File: src/hdl/rect_window_polygon_clipper_core_assert.svh
// Assertion macros for the clipper RTL, included by rwpc_cell.
// Expects clock aclk and active-low reset aresetn in the including module.
`ifndef RECT_WINDOW_POLYGON_CLIPPER_CORE_ASSERT_SVH
`define RECT_WINDOW_POLYGON_CLIPPER_CORE_ASSERT_SVH

// same-cycle implication
`define RWPC_ASSERT_NOW(lbl, ante, cons, msg) \
    lbl: assert property (@(posedge aclk) disable iff (!aresetn) (ante) |-> (cons)) \
        else $error(msg);

// next-cycle implication
`define RWPC_ASSERT_NEXT(lbl, ante, cons, msg) \
    lbl: assert property (@(posedge aclk) disable iff (!aresetn) (ante) |=> (cons)) \
        else $error(msg);

`endif

File: src/hdl/rwpc_pkg.sv
// Package for the rectangular window polygon clipper.
// Types, widths, side and register codes and helpers; no dependencies.
package rwpc_pkg;

    localparam int COORD_BITS = 16;
    localparam int FRAC_BITS  = 8;
    localparam int Q_BITS     = COORD_BITS + FRAC_BITS;
    localparam int D_BITS     = Q_BITS + 1;
    localparam int P_BITS     = 2 * D_BITS;
    localparam int NUM_BITS   = P_BITS + 3;
    localparam int DEN_BITS   = D_BITS + 1;
    localparam int QUO_BITS   = D_BITS;
    localparam int CNT_BITS   = $clog2(QUO_BITS);
    localparam int N_CELLS    = 4;

    localparam logic [1:0] SIDE_LEFT   = 2'd0;
    localparam logic [1:0] SIDE_RIGHT  = 2'd1;
    localparam logic [1:0] SIDE_BOTTOM = 2'd2;
    localparam logic [1:0] SIDE_TOP    = 2'd3;

    localparam logic [1:0] REG_LEFT   = 2'd0;
    localparam logic [1:0] REG_BOTTOM = 2'd1;
    localparam logic [1:0] REG_RIGHT  = 2'd2;
    localparam logic [1:0] REG_TOP    = 2'd3;

    typedef struct packed {
        logic signed [COORD_BITS-1:0] vertex_x;
        logic signed [COORD_BITS-1:0] vertex_y;
        logic                         final_vertex;
    } in_item_t;

    typedef struct packed {
        logic signed [Q_BITS-1:0] clipped_x;
        logic signed [Q_BITS-1:0] clipped_y;
        logic                     vertex_present;
        logic                     polygon_end;
    } out_item_t;

    // vtx: carries a vertex; fin: close the polygon after it
    typedef struct packed {
        logic signed [Q_BITS-1:0] x;
        logic signed [Q_BITS-1:0] y;
        logic                     vtx;
        logic                     fin;
    } tok_t;

    function automatic logic signed [D_BITS-1:0] q_diff(
        input logic signed [Q_BITS-1:0] a,
        input logic signed [Q_BITS-1:0] b
    );
        q_diff = {a[Q_BITS-1], a} - {b[Q_BITS-1], b};
    endfunction

    function automatic logic [D_BITS-1:0] q_mag(input logic signed [D_BITS-1:0] v);
        q_mag = v[D_BITS-1] ? D_BITS'(-v) : D_BITS'(v);
    endfunction

    function automatic logic pt_in(
        input logic [1:0]               side,
        input logic signed [Q_BITS-1:0] bound,
        input logic signed [Q_BITS-1:0] x,
        input logic signed [Q_BITS-1:0] y
    );
        case (side)
            SIDE_LEFT:   pt_in = x >= bound;
            SIDE_RIGHT:  pt_in = x <= bound;
            SIDE_BOTTOM: pt_in = y >= bound;
            default:     pt_in = y <= bound;
        endcase
    endfunction

endpackage

File: src/hdl/rwpc_sink.sv
// Output stage: holds back one vertex to mark the polygon end, then registers it.
// Depends on rwpc_pkg.
module rwpc_sink (
    input  logic                 aclk,
    input  logic                 aresetn,
    input  logic                 in_valid,
    output logic                 in_ready,
    input  rwpc_pkg::tok_t       in_tok,
    output logic                 m_valid,
    input  logic                 m_ready,
    output rwpc_pkg::out_item_t  m_data
);
    import rwpc_pkg::*;

    logic                     hold_valid_reg;
    logic signed [Q_BITS-1:0] hold_x_reg, hold_y_reg;
    logic                     out_valid_reg;
    out_item_t                out_reg;
    logic                     take;
    logic                     load;

    assign in_ready = !out_valid_reg || m_ready;
    assign take     = in_valid && in_ready;
    assign load     = take && (hold_valid_reg || in_tok.fin);

    always_ff @(posedge aclk) begin
        if (!aresetn) begin
            hold_valid_reg <= 1'b0;
            out_valid_reg  <= 1'b0;
        end else begin
            if (take) begin
                hold_valid_reg <= in_tok.vtx;
            end
            if (load) begin
                out_valid_reg <= 1'b1;
            end else if (m_ready) begin
                out_valid_reg <= 1'b0;
            end
        end
    end

    always_ff @(posedge aclk) begin
        if (take && in_tok.vtx) begin
            hold_x_reg <= in_tok.x;
            hold_y_reg <= in_tok.y;
        end
        if (load) begin
            out_reg.clipped_x      <= hold_valid_reg ? hold_x_reg : '0;
            out_reg.clipped_y      <= hold_valid_reg ? hold_y_reg : '0;
            out_reg.vertex_present <= hold_valid_reg;
            out_reg.polygon_end    <= in_tok.fin;
        end
    end

    assign m_valid = out_valid_reg;
    assign m_data  = out_reg;

endmodule
File: config.mk
export PLATFORM = sky130hd
export DESIGN_NAME = rwpc_sink
export DESIGN_NICKNAME = d
export VERILOG_FILES = /design/src/hdl/rect_window_polygon_clipper_core_assert.svh /design/src/hdl/rwpc_pkg.sv /design/src/hdl/rwpc_sink.sv
export SDC_FILE = /design/constraint.sdc
export NUM_CORES = 1
export LEC_CHECK = 0
export BUFFER_PORTS_ARGS = -buffer_cell sky130_fd_sc_hd__buf_4
export CORE_MARGIN = 1
export CORE_UTILIZATION = 45
export DETAILED_ROUTE_END_ITERATION = 10
export PLACE_DENSITY = 0.81
export SYNTH_ARGS = -nofsm -noshare
export SYNTH_HDL_FRONTEND = slang
export SYNTH_SLANG_ARGS = --single-unit
File: constraint.sdc
create_clock -name aclk -period 3.8 [get_ports aclk]
set_input_delay 0.76 -clock aclk [delete_from_list [all_inputs] [get_ports aclk]]
set_output_delay 0.76 -clock aclk [all_outputs]
set_load 0.03 [all_outputs]
==> metrics.txt, run 1 <==
Synth area leader edfxtp_1; Main synth FF type edfxtp_1; Largest register FFs 50; Post-synth EDFFs 98; Int Power 1.68 mW; DIE AREA 0.00786 mm^2; via count 1613; first-pass GRT wire length 7070 um; Via density 4.28; antenna violations before repair 0; NetSw 0.440 mW; Slew Viols, Final 0; top cells by count, synth edfxtp_1, and2_1, buf_2; Fin Hold WS 525 ps; die height 88.6 um; clock sink count 100; status complete, no violations; GRT Util Overall 13.1%; drt drc 0; CTS buffer count 9; min Tclk post-route 1990 ps; worst hold path depth 1; final core occ 61.7%; critical path type primary input to flop; Worst Hold Class flop to flop; Initial DRC Count 46; Post-CTS Setup Bufs 0; # H-tree levels 3; FP Rows 31; Adder-Cell Fraction of Synth Area 0%; WL/cell 12.6 um; Starting Density 46.6%; total grt overflow 0; Area Overhead vs Synth 32.6%; xor and xnor area share after synthesis 0%; CP arrival 2050 ps; post-synthesis simple-gate area fraction 9.82%; Fin Clk Skew 8.19 ps; Critical Path End Type flop; FFs w/ async S/R, synth 0%; Core ar. 0.00725 mm^2; synth top area cells edfxtp_1, and2_1, dfxtp_1; cell area after synthesis 0.00338 mm^2; final period utilization 52.4%; Worst R2R End m_data[43]; Worst-path clk slew 80 ps; Worst Path Required 3860 ps; #FFs+latches synth 100; Final Net Count 328; startpoint class of the critical path primary input; sequential share of the synthesized area 88.3%; DR pass1 iterations 4; setup violators final 0; reg2reg setup slack 1990 ps; synth warn 0; RSZ-0062 raised after global routing false; Antenna Nets Post-Route 0; clk_lat worst skew 340 ps; clock power share 29.7%; DRT Wirelength 4750 um; clock root buffer master clkbuf_8; vias in the first global route 1505; worst rel slew slack 40.0%; Comb power frac 9.6%; Yosys cell types 12; cells after synthesis 160; Resize count post-CTS 0; Max Cap Viol 0; Worst Max-Slew Pin Slew 899 ps; mux cell area share after synthesis 0%; Reg2Reg Launch Point m_valid; largest net degree at the start of global routing 51; main combinational cell family by area after synthesis simple AND/OR/NAND/NOR gates; routability cong. 0.656; clock tree buffer depth 2; I/O pin total 106; post-synthesis compound-gate area fraction 1.04%; top cell type's share of synthesized area 87.1%; fmax 0.502 GHz; PwrDens 473 mW/mm^2; share of layout cells above drive strength 1 45.0%; Reg power frac 60.7%; CTS tree yes; Lkg Pwr 1.72 nW; total negative slack 0 ps; hold path endpoint m_data[47]; port buffer count 105; cell with the most instances after synthesis edfxtp_1; diode count 0; Syn Area/Cell 21.1 um^2; die width 88.6 um; Synth Net Count 214; Peak VDD IR 0.264 mV; worst-path maximum fanout 34; Final Hold Viols 0; CTS Hold Buffers Added 0; Hold Startpoint hold_x_reg[21]; sw frac 20.8%; R2R cell count 3
-- per-stage QoR --
stage / area [um^2] / setup slack [ps] / power (mW) / instances
global placement: 4290 / 1440 / 1.52 / 362
global route: 4480 / 1730 / 2.21 / 377
floorplan: 3380 / 123 / 1.42 / 160
detailed placement: 4290 / 1400 / 1.52 / 362
CTS: 4480 / 1790 / 2.15 / 377
finish: 4480 / 1810 / 2.12 / 377
-- power groups by stage --
stage | Sequential [mW] | Clock [mW] | Combinational [mW]
global route | 1.29 | 0.696 | 0.218
detailed placement | 1.31 | 0 | 0.207
finish | 1.29 | 0.629 | 0.204
global placement | 1.31 | 0 | 0.204
floorplan | 1.38 | 0 | 0.0396
CTS | 1.29 | 0.652 | 0.207
-- metal layers --
| layer | up-vias | track usage [%] | wire [um] |
|---|---|---|---|
| met1 | 724 | 12.7 | 1720 |
| met4 | 0 | 7.77 | 112 |
| met2 | 66 | 22.9 | 2600 |
| li1 | 811 | - | - |
| met5 | - | 0 | 0 |
| met3 | 12 | 5.69 | 324 |
-- cell usage in the layout (no fill, tap or decap), types with 2 or more instances in the layout --
cell type  synthesis  layout
clkbuf_8           0      10
dfxtp_1            2       2
buf_4              1     108
edfxtp_1          98      98
and2_1            48      48
clkbuf_1           0       3
-- area by class of cell --
cell class	count	area, um^2
clock buffer	13	149
clock inverter	2	37.5
fill	515	2780
multi-input combinational	55	374
sequential	100	2980
tap	99	124
timing repair buffer	108	811
-- logic make-up (layout without fill, tap and decap cells) --
| family | Yosys count | after routing |
|---|---|---|
| buffers and inverters | 5 | 123 |
| DFF | 100 | 100 |
| and+or+nand+nor | 51 | 51 |
| AOI/OAI and AO/OA | 4 | 4 |
-- worst max path at each step --
| stage | end | startpoint | cells after the start |
|---|---|---|---|
| 6_report | m_data[43] | m_ready | 4 |
| 5_1_grt | m_data[46] | m_ready | 4 |
| 4_1_cts | m_data[46] | m_ready | 4 |
| 3_5_place_dp | m_data[46] | m_ready | 4 |
| 3_3_place_gp | m_data[46] | m_ready | 4 |
| 2_1_floorplan | m_data[0] | m_ready | 2 |
-- critical path, cell delays in order --
cell and delay, ps:
buf_4 80, nand2b_4 140, nor2b_4 750, buf_4 320
No activity file was read; power rests on OpenSTA's default activity.
==> inputs of run 2 (changes only) <==
Settings changed: CORE_UTILIZATION 45 to 50, PLACE_DENSITY 0.81 to 0.84.
Clock period 3.8 ns to 2.07 ns, I/O delays scaled along.
==> run 2 against run 1 <==
Compared with the run above: the run now ends with design-rule violations left; setup slack got worse by 1100 ps; clock power increased by 86%; core utilization increased by 8.0 points; combinational power increased by 88%; sequential power increased by 83%; critical path depth decreased by 2; final area about the same.
==> metrics.txt, run 2 (synthesized netlist as in run 1, its figures left out) <==
drt drc 6 (+6); CP arrival 990 ps (-1060 ps); critical-path cell list nand2b_4 > buf_4; clock tree buffer depth 2 (unchanged); Final Net Count 328 (unchanged); clock sink count 100 (unchanged); first-pass GRT wire length 8310 um (+17%); Worst Max-Slew Pin Slew 349 ps (-550 ps); CTS buffer count 9 (unchanged); min Tclk post-route 1410 ps; post-place setup slack 648 ps (-752 ps); DR pass1 iterations 7 (+3); Critical Path End Type primary output; worst rel slew slack 76.7% (+37 points); Via density 4.70 (+9.8%); clock root buffer master clkbuf_8; Area Overhead vs Synth 32.7% (about the same); Slew Viols, Final 0 (unchanged); Worst Path Required 1660 ps (-2200 ps); Max Cap Viol 0 (unchanged); Starting Density 52.6% (+6.0 points); CTS tree yes; die width 84.2 um (-5.0%); Resize count post-CTS 0 (unchanged); Largest register FFs 50 (unchanged); Post-CTS Setup Bufs 0 (unchanged); Overall Power 3.92 mW (+85%); Slowest-stage cell, CP dfxtp_1; failing checks design-rule violations; fmax 0.710 GHz; most frequent cells in the layout buf_4, edfxtp_1, and2_1, clkbuf_8; total grt overflow 0 (unchanged); Seq. cell area 0.00298 mm^2 (unchanged); GRT Util Overall 16.3% (+3.3 points); final period utilization 68.0%; critical path type flop to primary output; port buffer count 105 (unchanged); total negative slack 0 ps (unchanged); PwrDens 875 mW/mm^2 (+85%); WL/cell 14.7 um (+17%); Buf/Inv on CP 1 (-1); filler cell count 420 (-18%); die height 84.2 um (-5.0%); Peak VDD IR 0.625 mV (+140%); Core ar. 0.00642 mm^2 (-11%); CTS Hold Buffers Added 0 (unchanged); Lkg Pwr 1.73 nW (+0.80%); routability cong. 0.691 (+5.4%); share of layout cells above drive strength 1 45.9% (+0.91 points); startpoint class of the critical path flop; I/O pin total 106 (unchanged); FP Rows 29 (-6.5%); diode count 0 (unchanged); CP top delay family flip-flops; most common cell after layout, fill and taps aside buf_4; Fin Clk Skew 9.88 ps (+1.69 ps); status complete, but fails checks; DIE AREA 0.00709 mm^2 (-9.8%); Final Worst Setup Slack 661 ps (-1150 ps); # H-tree levels 3 (unchanged); Multi-input gate area 374 um^2 (unchanged); RSZ-0062 raised after global routing false; via count 1673 (+3.7%); Finished Layout Cells 356 (-5.6%); Worst Hold Class primary input to flop; peak per-stage delay on the critical path 390 ps (-360 ps); final core occ 69.8% (+8.0 points); Final Hold Viols 0 (unchanged); setup violators final 0 (unchanged); HPWL Detailed 3530 um; Initial DRC Count 71 (+54%); Worst-path clk slew 90 ps (about the same); largest net degree at the start of global routing 51 (unchanged); placed insts 340 (-6.1%); DRT Wirelength 5240 um (+10%); clk_lat worst skew 350 ps (about the same); Antenna Nets Post-Route 0 (unchanged); worst-path maximum fanout 5 (-85%); antenna violations before repair 0 (unchanged); vias in the first global route 1675 (+11%)
-- run 2: stage by stage --
| step | hold WS (ps) | cell area (um^2) |
|---|---|---|
| 2_1_floorplan | 475 | 3380 |
| 3_3_place_gp | 504 | 4290 |
| 3_5_place_dp | 510 | 4290 |
| 4_1_cts | 214 | 4480 |
| 5_1_grt | 201 | 4480 |
| 6_report | 236 | 4480 |
-- run 2: final cells by class --
| cell class | instances | area share, % |
|---|---|---|
| Tap cell | 77 | 2.15 |
| Multi-Input combinational cell | 55 | 8.35 |
| Clock inverter | 6 | 1.45 |
| Clock buffer | 10 | 2.85 |
| Sequential cell | 100 | 66.6 |
| Timing Repair Buffer | 108 | 18.6 |
-- run 2: where the power goes --
group	leakage (nW)	switching, mW	internal, mW
clock network	0.0962	0.614	0.559
logic	0.699	0.221	0.164
registers	0.939	0.0259	2.34
-- run 2: metal layers --
layer  routed length [um]  GRT usage (%)  vias to the layer above
met5                    0              0                        -
met4                  118           10.0                        0
met3                  269           4.62                       11
met2                 3020           28.8                       56
met1                 1840           17.5                      794
li1                     -              -                      812
-- run 2: final timing paths --
check / slack, ps / depth (start not counted) / to / start
setup / recovery: 660 / 2 / in_ready / m_valid
hold / removal: 240 / 1 / hold_x_reg[17] / in_tok[43]
setup reg to reg: 840 / 3 / hold_x_reg[15] / m_valid
hold reg to reg: 530 / 1 / m_data[41] / hold_x_reg[15]
