## config.mk

```make
export PLATFORM = sky130hd
export DESIGN_NAME = rwpc_cell
export DESIGN_NICKNAME = d
export VERILOG_FILES = /design/src/hdl/rwpc_pkg.sv /design/src/hdl/rwpc_div.sv /design/src/hdl/rwpc_cell.sv
export VERILOG_INCLUDE_DIRS = /design/src /design/src/hdl
export SDC_FILE = /design/constraint.sdc
export NUM_CORES = 2
export LEC_CHECK = 0
export BUFFER_PORTS_ARGS = -buffer_cell sky130_fd_sc_hd__buf_4
export CAP_MARGIN = 20
export CELL_PAD_IN_SITES_DETAIL_PLACEMENT = 1
export CELL_PAD_IN_SITES_GLOBAL_PLACEMENT = 1
export CORE_ASPECT_RATIO = 0.9
export CORE_MARGIN = 1
export CORE_UTILIZATION = 45
export DETAILED_ROUTE_END_ITERATION = 10
export PLACE_DENSITY = 0.77
export SLEW_MARGIN = 10
export SYNTH_ARGS = -nofsm -noshare
export SYNTH_HDL_FRONTEND = slang
export SYNTH_SLANG_ARGS = --single-unit
export TNS_END_PERCENT = 50
```

## constraint.sdc

```tcl
create_clock -name aclk -period 12.8 [get_ports aclk]
set_clock_uncertainty 0.15 [all_clocks]
set_input_delay 0 -clock aclk [delete_from_list [all_inputs] [get_ports aclk]]
set_output_delay 0 -clock aclk [all_outputs]
set_load 0.005 [all_outputs]
```

## src/hdl/rect_window_polygon_clipper_core_assert.svh

```systemverilog
// Assertion macros for the clipper RTL, included by rwpc_cell.
// Expects clock aclk and active-low reset aresetn in the including module.
`ifndef RECT_WINDOW_POLYGON_CLIPPER_CORE_ASSERT_SVH
`define RECT_WINDOW_POLYGON_CLIPPER_CORE_ASSERT_SVH

// same-cycle implication
`define RWPC_ASSERT_NOW(lbl, ante, cons, msg) \
    lbl: assert property (@(posedge aclk) disable iff (!aresetn) (ante) |-> (cons)) \
        else $error(msg);

// next-cycle implication
`define RWPC_ASSERT_NEXT(lbl, ante, cons, msg) \
    lbl: assert property (@(posedge aclk) disable iff (!aresetn) (ante) |=> (cons)) \
        else $error(msg);

`endif

```

## src/hdl/rwpc_pkg.sv

```systemverilog
// Package for the rectangular window polygon clipper.
// Types, widths, side and register codes and helpers; no dependencies.
package rwpc_pkg;

    localparam int COORD_BITS = 16;
    localparam int FRAC_BITS  = 8;
    localparam int Q_BITS     = COORD_BITS + FRAC_BITS;
    localparam int D_BITS     = Q_BITS + 1;
    localparam int P_BITS     = 2 * D_BITS;
    localparam int NUM_BITS   = P_BITS + 3;
    localparam int DEN_BITS   = D_BITS + 1;
    localparam int QUO_BITS   = D_BITS;
    localparam int CNT_BITS   = $clog2(QUO_BITS);
    localparam int N_CELLS    = 4;

    localparam logic [1:0] SIDE_LEFT   = 2'd0;
    localparam logic [1:0] SIDE_RIGHT  = 2'd1;
    localparam logic [1:0] SIDE_BOTTOM = 2'd2;
    localparam logic [1:0] SIDE_TOP    = 2'd3;

    localparam logic [1:0] REG_LEFT   = 2'd0;
    localparam logic [1:0] REG_BOTTOM = 2'd1;
    localparam logic [1:0] REG_RIGHT  = 2'd2;
    localparam logic [1:0] REG_TOP    = 2'd3;

    typedef struct packed {
        logic signed [COORD_BITS-1:0] vertex_x;
        logic signed [COORD_BITS-1:0] vertex_y;
        logic                         final_vertex;
    } in_item_t;

    typedef struct packed {
        logic signed [Q_BITS-1:0] clipped_x;
        logic signed [Q_BITS-1:0] clipped_y;
        logic                     vertex_present;
        logic                     polygon_end;
    } out_item_t;

    // vtx: carries a vertex; fin: close the polygon after it
    typedef struct packed {
        logic signed [Q_BITS-1:0] x;
        logic signed [Q_BITS-1:0] y;
        logic                     vtx;
        logic                     fin;
    } tok_t;

    function automatic logic signed [D_BITS-1:0] q_diff(
        input logic signed [Q_BITS-1:0] a,
        input logic signed [Q_BITS-1:0] b
    );
        q_diff = {a[Q_BITS-1], a} - {b[Q_BITS-1], b};
    endfunction

    function automatic logic [D_BITS-1:0] q_mag(input logic signed [D_BITS-1:0] v);
        q_mag = v[D_BITS-1] ? D_BITS'(-v) : D_BITS'(v);
    endfunction

    function automatic logic pt_in(
        input logic [1:0]               side,
        input logic signed [Q_BITS-1:0] bound,
        input logic signed [Q_BITS-1:0] x,
        input logic signed [Q_BITS-1:0] y
    );
        case (side)
            SIDE_LEFT:   pt_in = x >= bound;
            SIDE_RIGHT:  pt_in = x <= bound;
            SIDE_BOTTOM: pt_in = y >= bound;
            default:     pt_in = y <= bound;
        endcase
    endfunction

endpackage

```

## src/hdl/rwpc_div.sv

```systemverilog
// Restoring divider, one quotient bit per cycle.
// Depends on rwpc_pkg for operand widths.
module rwpc_div (
    input  logic                         aclk,
    input  logic                         aresetn,
    input  logic                         start,
    input  logic [rwpc_pkg::NUM_BITS-1:0] num,
    input  logic [rwpc_pkg::DEN_BITS-1:0] den,
    output logic                         done,
    output logic [rwpc_pkg::QUO_BITS-1:0] quot
);
    import rwpc_pkg::*;

    logic                busy_reg;
    logic                done_reg;
    logic [CNT_BITS-1:0] cnt_reg;
    logic [DEN_BITS-1:0] rem_reg;
    logic [DEN_BITS-1:0] den_reg;
    logic [QUO_BITS-1:0] sh_reg;
    logic [DEN_BITS:0]   trial;
    logic                ge;

    assign trial = {rem_reg, sh_reg[QUO_BITS-1]};
    assign ge    = trial >= {1'b0, den_reg};

    always_ff @(posedge aclk) begin
        if (!aresetn) begin
            busy_reg <= 1'b0;
            done_reg <= 1'b0;
            cnt_reg  <= '0;
        end else begin
            done_reg <= 1'b0;
            if (start) begin
                busy_reg <= 1'b1;
                cnt_reg  <= '0;
            end else if (busy_reg) begin
                cnt_reg <= cnt_reg + 1'b1;
                if (cnt_reg == CNT_BITS'(QUO_BITS - 1)) begin
                    busy_reg <= 1'b0;
                    done_reg <= 1'b1;
                end
            end
        end
    end

    always_ff @(posedge aclk) begin
        if (start) begin
            rem_reg <= DEN_BITS'(num[NUM_BITS-1:QUO_BITS]);
            sh_reg  <= num[QUO_BITS-1:0];
            den_reg <= den;
        end else if (busy_reg) begin
            rem_reg <= ge ? DEN_BITS'(trial - {1'b0, den_reg}) : DEN_BITS'(trial);
            sh_reg  <= {sh_reg[QUO_BITS-2:0], ge};
        end
    end

    assign done = done_reg;
    assign quot = sh_reg;

endmodule

```

## src/hdl/rwpc_cell.sv

```systemverilog
// One clipping cell: clips the token stream against a single window side.
// Depends on rwpc_pkg, rwpc_div and the assertion macro header.
`include "rect_window_polygon_clipper_core_assert.svh"

module rwpc_cell (
    input  logic                          aclk,
    input  logic                          aresetn,
    input  logic [1:0]                    side,
    input  logic signed [rwpc_pkg::Q_BITS-1:0] bound,
    input  logic                          in_valid,
    output logic                          in_ready,
    input  rwpc_pkg::tok_t                in_tok,
    output logic                          out_valid,
    input  logic                          out_ready,
    output rwpc_pkg::tok_t                out_tok
);
    import rwpc_pkg::*;

    localparam logic [3:0] ST_IDLE  = 4'd0;
    localparam logic [3:0] ST_EVAL  = 4'd1;
    localparam logic [3:0] ST_MUL   = 4'd2;
    localparam logic [3:0] ST_DSTRT = 4'd3;
    localparam logic [3:0] ST_DIV   = 4'd4;
    localparam logic [3:0] ST_EMITC = 4'd5;
    localparam logic [3:0] ST_EMITP = 4'd6;
    localparam logic [3:0] ST_NEXT  = 4'd7;
    localparam logic [3:0] ST_EMITE = 4'd8;

    logic [3:0]               state_reg;
    logic                     started_reg;
    logic                     closing_reg;
    logic                     fin_reg;
    logic                     pin_reg;
    logic signed [Q_BITS-1:0] pt_x_reg, pt_y_reg;
    logic signed [Q_BITS-1:0] prior_x_reg, prior_y_reg;
    logic signed [Q_BITS-1:0] first_x_reg, first_y_reg;
    logic signed [Q_BITS-1:0] base_reg;
    logic signed [Q_BITS-1:0] cross_reg;
    logic [D_BITS-1:0]        amag_reg, bmag_reg, dmag_reg;
    logic                     neg_reg;
    logic [P_BITS-1:0]        prod_reg;

    logic                     axis_y;
    logic                     s_in, p_in;
    logic signed [D_BITS-1:0] da, db, dd;
    logic                     div_start, div_done;
    logic [QUO_BITS-1:0]      quot;
    logic signed [D_BITS:0]   qs;
    logic signed [D_BITS:0]   cross_sum;

    assign axis_y = side[1];
    assign s_in   = pt_in(side, bound, prior_x_reg, prior_y_reg);
    assign p_in   = pt_in(side, bound, pt_x_reg, pt_y_reg);

    always_comb begin
        if (axis_y) begin
            da = q_diff(pt_x_reg, prior_x_reg);
            db = q_diff(bound, prior_y_reg);
            dd = q_diff(pt_y_reg, prior_y_reg);
        end else begin
            da = q_diff(pt_y_reg, prior_y_reg);
            db = q_diff(bound, prior_x_reg);
            dd = q_diff(pt_x_reg, prior_x_reg);
        end
    end

    assign div_start = state_reg == ST_DSTRT;
    assign qs        = neg_reg ? -$signed({1'b0, quot}) : $signed({1'b0, quot});
    assign cross_sum = {{2{base_reg[Q_BITS-1]}}, base_reg} + qs;

    rwpc_div u_div (
        .aclk    (aclk),
        .aresetn (aresetn),
        .start   (div_start),
        .num     ({2'b00, prod_reg, 1'b0} + NUM_BITS'(dmag_reg)),
        .den     ({dmag_reg, 1'b0}),
        .done    (div_done),
        .quot    (quot)
    );

    assign in_ready  = state_reg == ST_IDLE;
    assign out_valid = (state_reg == ST_EMITC) || (state_reg == ST_EMITP)
                    || (state_reg == ST_EMITE);

    always_comb begin
        case (state_reg)
            ST_EMITC: begin
                out_tok.x   = axis_y ? cross_reg : bound;
                out_tok.y   = axis_y ? bound : cross_reg;
                out_tok.vtx = 1'b1;
                out_tok.fin = 1'b0;
            end
            ST_EMITP: begin
                out_tok.x   = pt_x_reg;
                out_tok.y   = pt_y_reg;
                out_tok.vtx = 1'b1;
                out_tok.fin = 1'b0;
            end
            default: begin
                out_tok.x   = '0;
                out_tok.y   = '0;
                out_tok.vtx = 1'b0;
                out_tok.fin = 1'b1;
            end
        endcase
    end

    always_ff @(posedge aclk) begin
        if (!aresetn) begin
            state_reg   <= ST_IDLE;
            started_reg <= 1'b0;
            closing_reg <= 1'b0;
        end else begin
            case (state_reg)
                ST_IDLE: begin
                    if (in_valid) begin
                        closing_reg <= !in_tok.vtx;
                        state_reg   <= ST_EVAL;
                    end
                end
                ST_EVAL: begin
                    if (!closing_reg && !started_reg) begin
                        started_reg <= 1'b1;
                        state_reg   <= ST_NEXT;
                    end else if (closing_reg && !started_reg) begin
                        state_reg <= ST_EMITE;
                    end else if (s_in != p_in) begin
                        state_reg <= ST_MUL;
                    end else if (p_in) begin
                        state_reg <= ST_EMITP;
                    end else begin
                        state_reg <= ST_NEXT;
                    end
                end
                ST_MUL:   state_reg <= ST_DSTRT;
                ST_DSTRT: state_reg <= ST_DIV;
                ST_DIV: begin
                    if (div_done) begin
                        state_reg <= ST_EMITC;
                    end
                end
                ST_EMITC: begin
                    if (out_ready) begin
                        state_reg <= pin_reg ? ST_EMITP : ST_NEXT;
                    end
                end
                ST_EMITP: begin
                    if (out_ready) begin
                        state_reg <= ST_NEXT;
                    end
                end
                ST_NEXT: begin
                    if (closing_reg) begin
                        state_reg <= ST_EMITE;
                    end else if (fin_reg) begin
                        closing_reg <= 1'b1;
                        state_reg   <= ST_EVAL;
                    end else begin
                        state_reg <= ST_IDLE;
                    end
                end
                ST_EMITE: begin
                    if (out_ready) begin
                        started_reg <= 1'b0;
                        closing_reg <= 1'b0;
                        state_reg   <= ST_IDLE;
                    end
                end
                default: state_reg <= ST_IDLE;
            endcase
        end
    end

    always_ff @(posedge aclk) begin
        if (state_reg == ST_IDLE && in_valid) begin
            pt_x_reg <= in_tok.vtx ? in_tok.x : first_x_reg;
            pt_y_reg <= in_tok.vtx ? in_tok.y : first_y_reg;
            fin_reg  <= in_tok.fin;
        end
        if (state_reg == ST_EVAL) begin
            pin_reg  <= p_in;
            amag_reg <= q_mag(da);
            bmag_reg <= q_mag(db);
            dmag_reg <= q_mag(dd);
            neg_reg  <= da[D_BITS-1] ^ db[D_BITS-1] ^ dd[D_BITS-1];
            base_reg <= axis_y ? prior_x_reg : prior_y_reg;
            if (!closing_reg && !started_reg) begin
                first_x_reg <= pt_x_reg;
                first_y_reg <= pt_y_reg;
            end
        end
        if (state_reg == ST_MUL) begin
            prod_reg <= amag_reg * bmag_reg;
        end
        if (state_reg == ST_DIV && div_done) begin
            cross_reg <= Q_BITS'(cross_sum);
        end
        if (state_reg == ST_NEXT && !closing_reg) begin
            prior_x_reg <= pt_x_reg;
            prior_y_reg <= pt_y_reg;
            if (fin_reg) begin
                pt_x_reg <= first_x_reg;
                pt_y_reg <= first_y_reg;
            end
        end
    end

    `RWPC_ASSERT_NOW(a_div_in_div, div_done, state_reg == ST_DIV, "divider done outside DIV")
    `RWPC_ASSERT_NEXT(a_mul_to_div, state_reg == ST_MUL, state_reg == ST_DSTRT,
                      "multiply not followed by divide start")
    `RWPC_ASSERT_NEXT(a_end_clears, out_valid && out_ready && out_tok.fin, !started_reg,
                      "end transaction left cell started")
    `RWPC_ASSERT_NOW(a_no_overlap, in_ready, !out_valid, "cell ready while emitting")

endmodule

```

==> flow_metrics.py <==
metrics = {
    "setup_path": {
        "path_common_cell": "fa_1",
        "critical_path_arrival_ns": 9.16,
        "start_kind": "register",
        "worst-setup-path-type": "reg2reg",
        "worstPathRequired_ns": 13.00,
        "critPathCaptureType": "register",
        "worst-path-max-fanout": 25,
        "crit_slowest_cell": "edfxtp_1",
        "cp_slowest_stage_delay_ns": 1.08,
    },
    "detailed_routing": {
        "dr.first_iter.drc_count": 3497,
        "avgViaCountPerCell": 5.89,
        "avgRoutedWirePerCell_um": 24.5,
        "wl_um": 165000,
        "drt_pass1_iterations": 5,
        "drc_errors": 0,
        "vias": 39600,
        "ant_nets": 0,
    },
    "timing": {
        "period_share_pct": 70.0,
        "setup_violations": 0,
        "layout_min_cycle_time_ns": 8.96,
        "tns_ns": 0,
        "max_freq_mhz": 112,
        "rsz0062_at_grt": "false",
        "hold_viol": 0,
        "worst_pin_slew_ns": 1.29,
        "slew_viol_final": 0,
        "slew_headroom_pct": 13.5,
    },
    "global_route": {
        "grt_pass1_wl_um": 253000,
        "grt_overflow_total": 0,
        "antenna_found_initial": 5,
        "grt_pass1_vias": 42000,
        "grt_max_degree": 106,
        "track_usage_pct": 30.3,
    },
    "yosys": {
        "synthFlopType": "edfxtp_1",
        "syn_area_mm2": 0.0483,
        "yosysSeqAreaShare_pct": 24.1,
        "post-synth-top-area-cell": "fa_1",
        "synth-seq-cells": 409,
        "syn_nets": 6213,
        "synthCells": 5192,
        "synth_top_area_share_pct": 22.1,
        "yosysWarnings": 0,
        "synth_edf_count": 348,
        "ys_types": 91,
        "ys_top_cells_by_area": "fa_1, edfxtp_1, ha_1",
        "async_reset_ff_share_pct": 0,
        "avgSynthCellArea_um2": 9.31,
    },
    "floorplanning": {
        "ioPinCount": 132,
        "die-height_um": 313,
        "core_area_mm2": 0.106,
        "rows": 113,
        "floorplan.initialDensity_pct": 45.6,
        "die-area_mm2": 0.109,
        "die_width_um": 348,
    },
    "cells_and_area": {
        "multi_input_area_mm2": 0.0331,
        "area_growth_pct": 10.2,
        "seqCellArea_mm2": 0.0117,
        "final_common_cell": "inv_1",
        "layout_common_cells": "inv_1, nand2_1, fa_1, ha_1, edfxtp_1",
        "drive_gt1_share_pct": 5.68,
        "nFillCells": 12000,
        "final_cell_area_mm2": 0.0533,
        "largest_reg_flops": 50,
        "nets": 6340,
    },
    "placed_design": {
        "dp.final_hpwl_um": 127000,
        "place_area_mm2": 0.0506,
        "gp_routability_congestion": 0.924,
        "port_buffers": 131,
    },
    "cts": {
        "cts-root-buf": "clkbuf_16",
        "cts.sinks": 409,
        "cts_max_level": 2,
        "cts_buffers": 47,
        "cts_tree": "built",
        "cts_max_path_buffers": 3,
        "path_clk_slew_ns": 0.07,
        "clk-insertion-delay-late_ns": 0.64,
    },
    "hold_path": {
        "min_path_type": "in2reg",
    },
    "job": {
        "max_cap_violations": 0,
    },
    "run_status": {
        "status": "finished, final reports clean",
    },
}
cell usage after synthesis (7+ instances only):
cell,n
nor4_1,16
o31a_1,9
o21a_1,42
nand4b_1,8
a221oi_1,7
a21o_1,88
nor2b_1,55
and4_1,8
mux2i_1,110
o21ai_0,235
o221ai_1,7
fa_1,533
inv_1,751
nor2_1,246
mux2_2,13
o31ai_1,24
nand3_1,54
a211oi_1,32
nand2_1,557
xor2_1,101
dfxtp_1,61
o2111ai_1,8
and3_1,40
ha_1,408
a2111oi_0,7
nand4_1,34
nor3_1,53
a21oi_1,271
nor3b_1,15
edfxtp_1,348
or3_1,25
buf_1,17
o22ai_1,55
a31oi_1,26
o211ai_1,12
clkbuf_1,192
and2_1,338
nand2b_1,36
o21bai_1,21
xnor2_1,193
a21boi_0,7
cell families after synthesis:
group           share of synthesized area, %
simple gates                            15.5
buf+inv                                 7.50
compound gates                          12.3
fa+ha+maj                               32.6
flops                                   24.1
xor+xnor                                5.36
mux                                     2.58
critical path: cells and delay by family (launching register included):
kind / cells / cell delay [ns]
AOI/OAI and AO/OA: 5 / 1.70
xor gates and xnor gates: 1 / 0.12
adders and majority gates: 8 / 4.02
buffers and inverters: 5 / 0.27
DFF: 1 / 1.08
and+or+nand+nor: 6 / 1.34
layout make-up:
class / instances / area share (%)
Antenna cell: 1 / 0.00470
Inverter: 753 / 5.30
Timing Repair Buffer: 290 / 4.74
Sequential cell: 409 / 21.9
Clock inverter: 29 / 0.362
Tap cell: 1380 / 3.24
Multi-Input combinational cell: 3818 / 62.1
Clock buffer: 56 / 2.33
timing repair:
item | in CTS | in global routing
gates resized for setup | 0 | 0
endpoints found under the hold margin | 66 | 0
setup buffers | 0 | 0
hold buffers | 111 | 0
path summary, 6_finish.rpt:
path,depth (start not counted),to,slack (ns),start
min reg2reg,0,u_div.den_reg[5]$_DFFE_PP_,0.30,dmag_reg[4]$_DFFE_PP_
max,25,prod_reg[44]$_DFFE_PP_,3.84,bmag_reg[10]$_DFFE_PP_
min,6,pt_x_reg[23]$_DFF_P_,0.05,in_tok[1]
max reg2reg,25,prod_reg[44]$_DFFE_PP_,3.84,bmag_reg[10]$_DFFE_PP_
metal layers:
| layer | vias up | share of wire [%] | track usage [%] |
|---|---|---|---|
| li1 | 17600 | - | - |
| met1 | 20400 | 44 | 42.8 |
| met2 | 1390 | 47 | 49.2 |
| met3 | 265 | 6.9 | 3.68 |
| met4 | 2 | 2.8 | 8.59 |
| met5 | - | 0.0048 | 0 |
stage by stage:
step	setup WS, ns	utilization, %	cells	hold WS, ns
after floorplan	1.15	-	5192	-0.0511
after global placement	4.40	47.7	6533	0.0290
after detailed placement	4.04	47.7	6533	0.0314
after CTS	3.95	50.1	6729	0.000331
after global routing	3.53	50.2	6735	0.0763
final	3.84	50.2	6736	0.0461
Power is left out: the tool's default activity adds up to more than one toggle a clock period on the data nets, which glitch-free logic cannot reach.
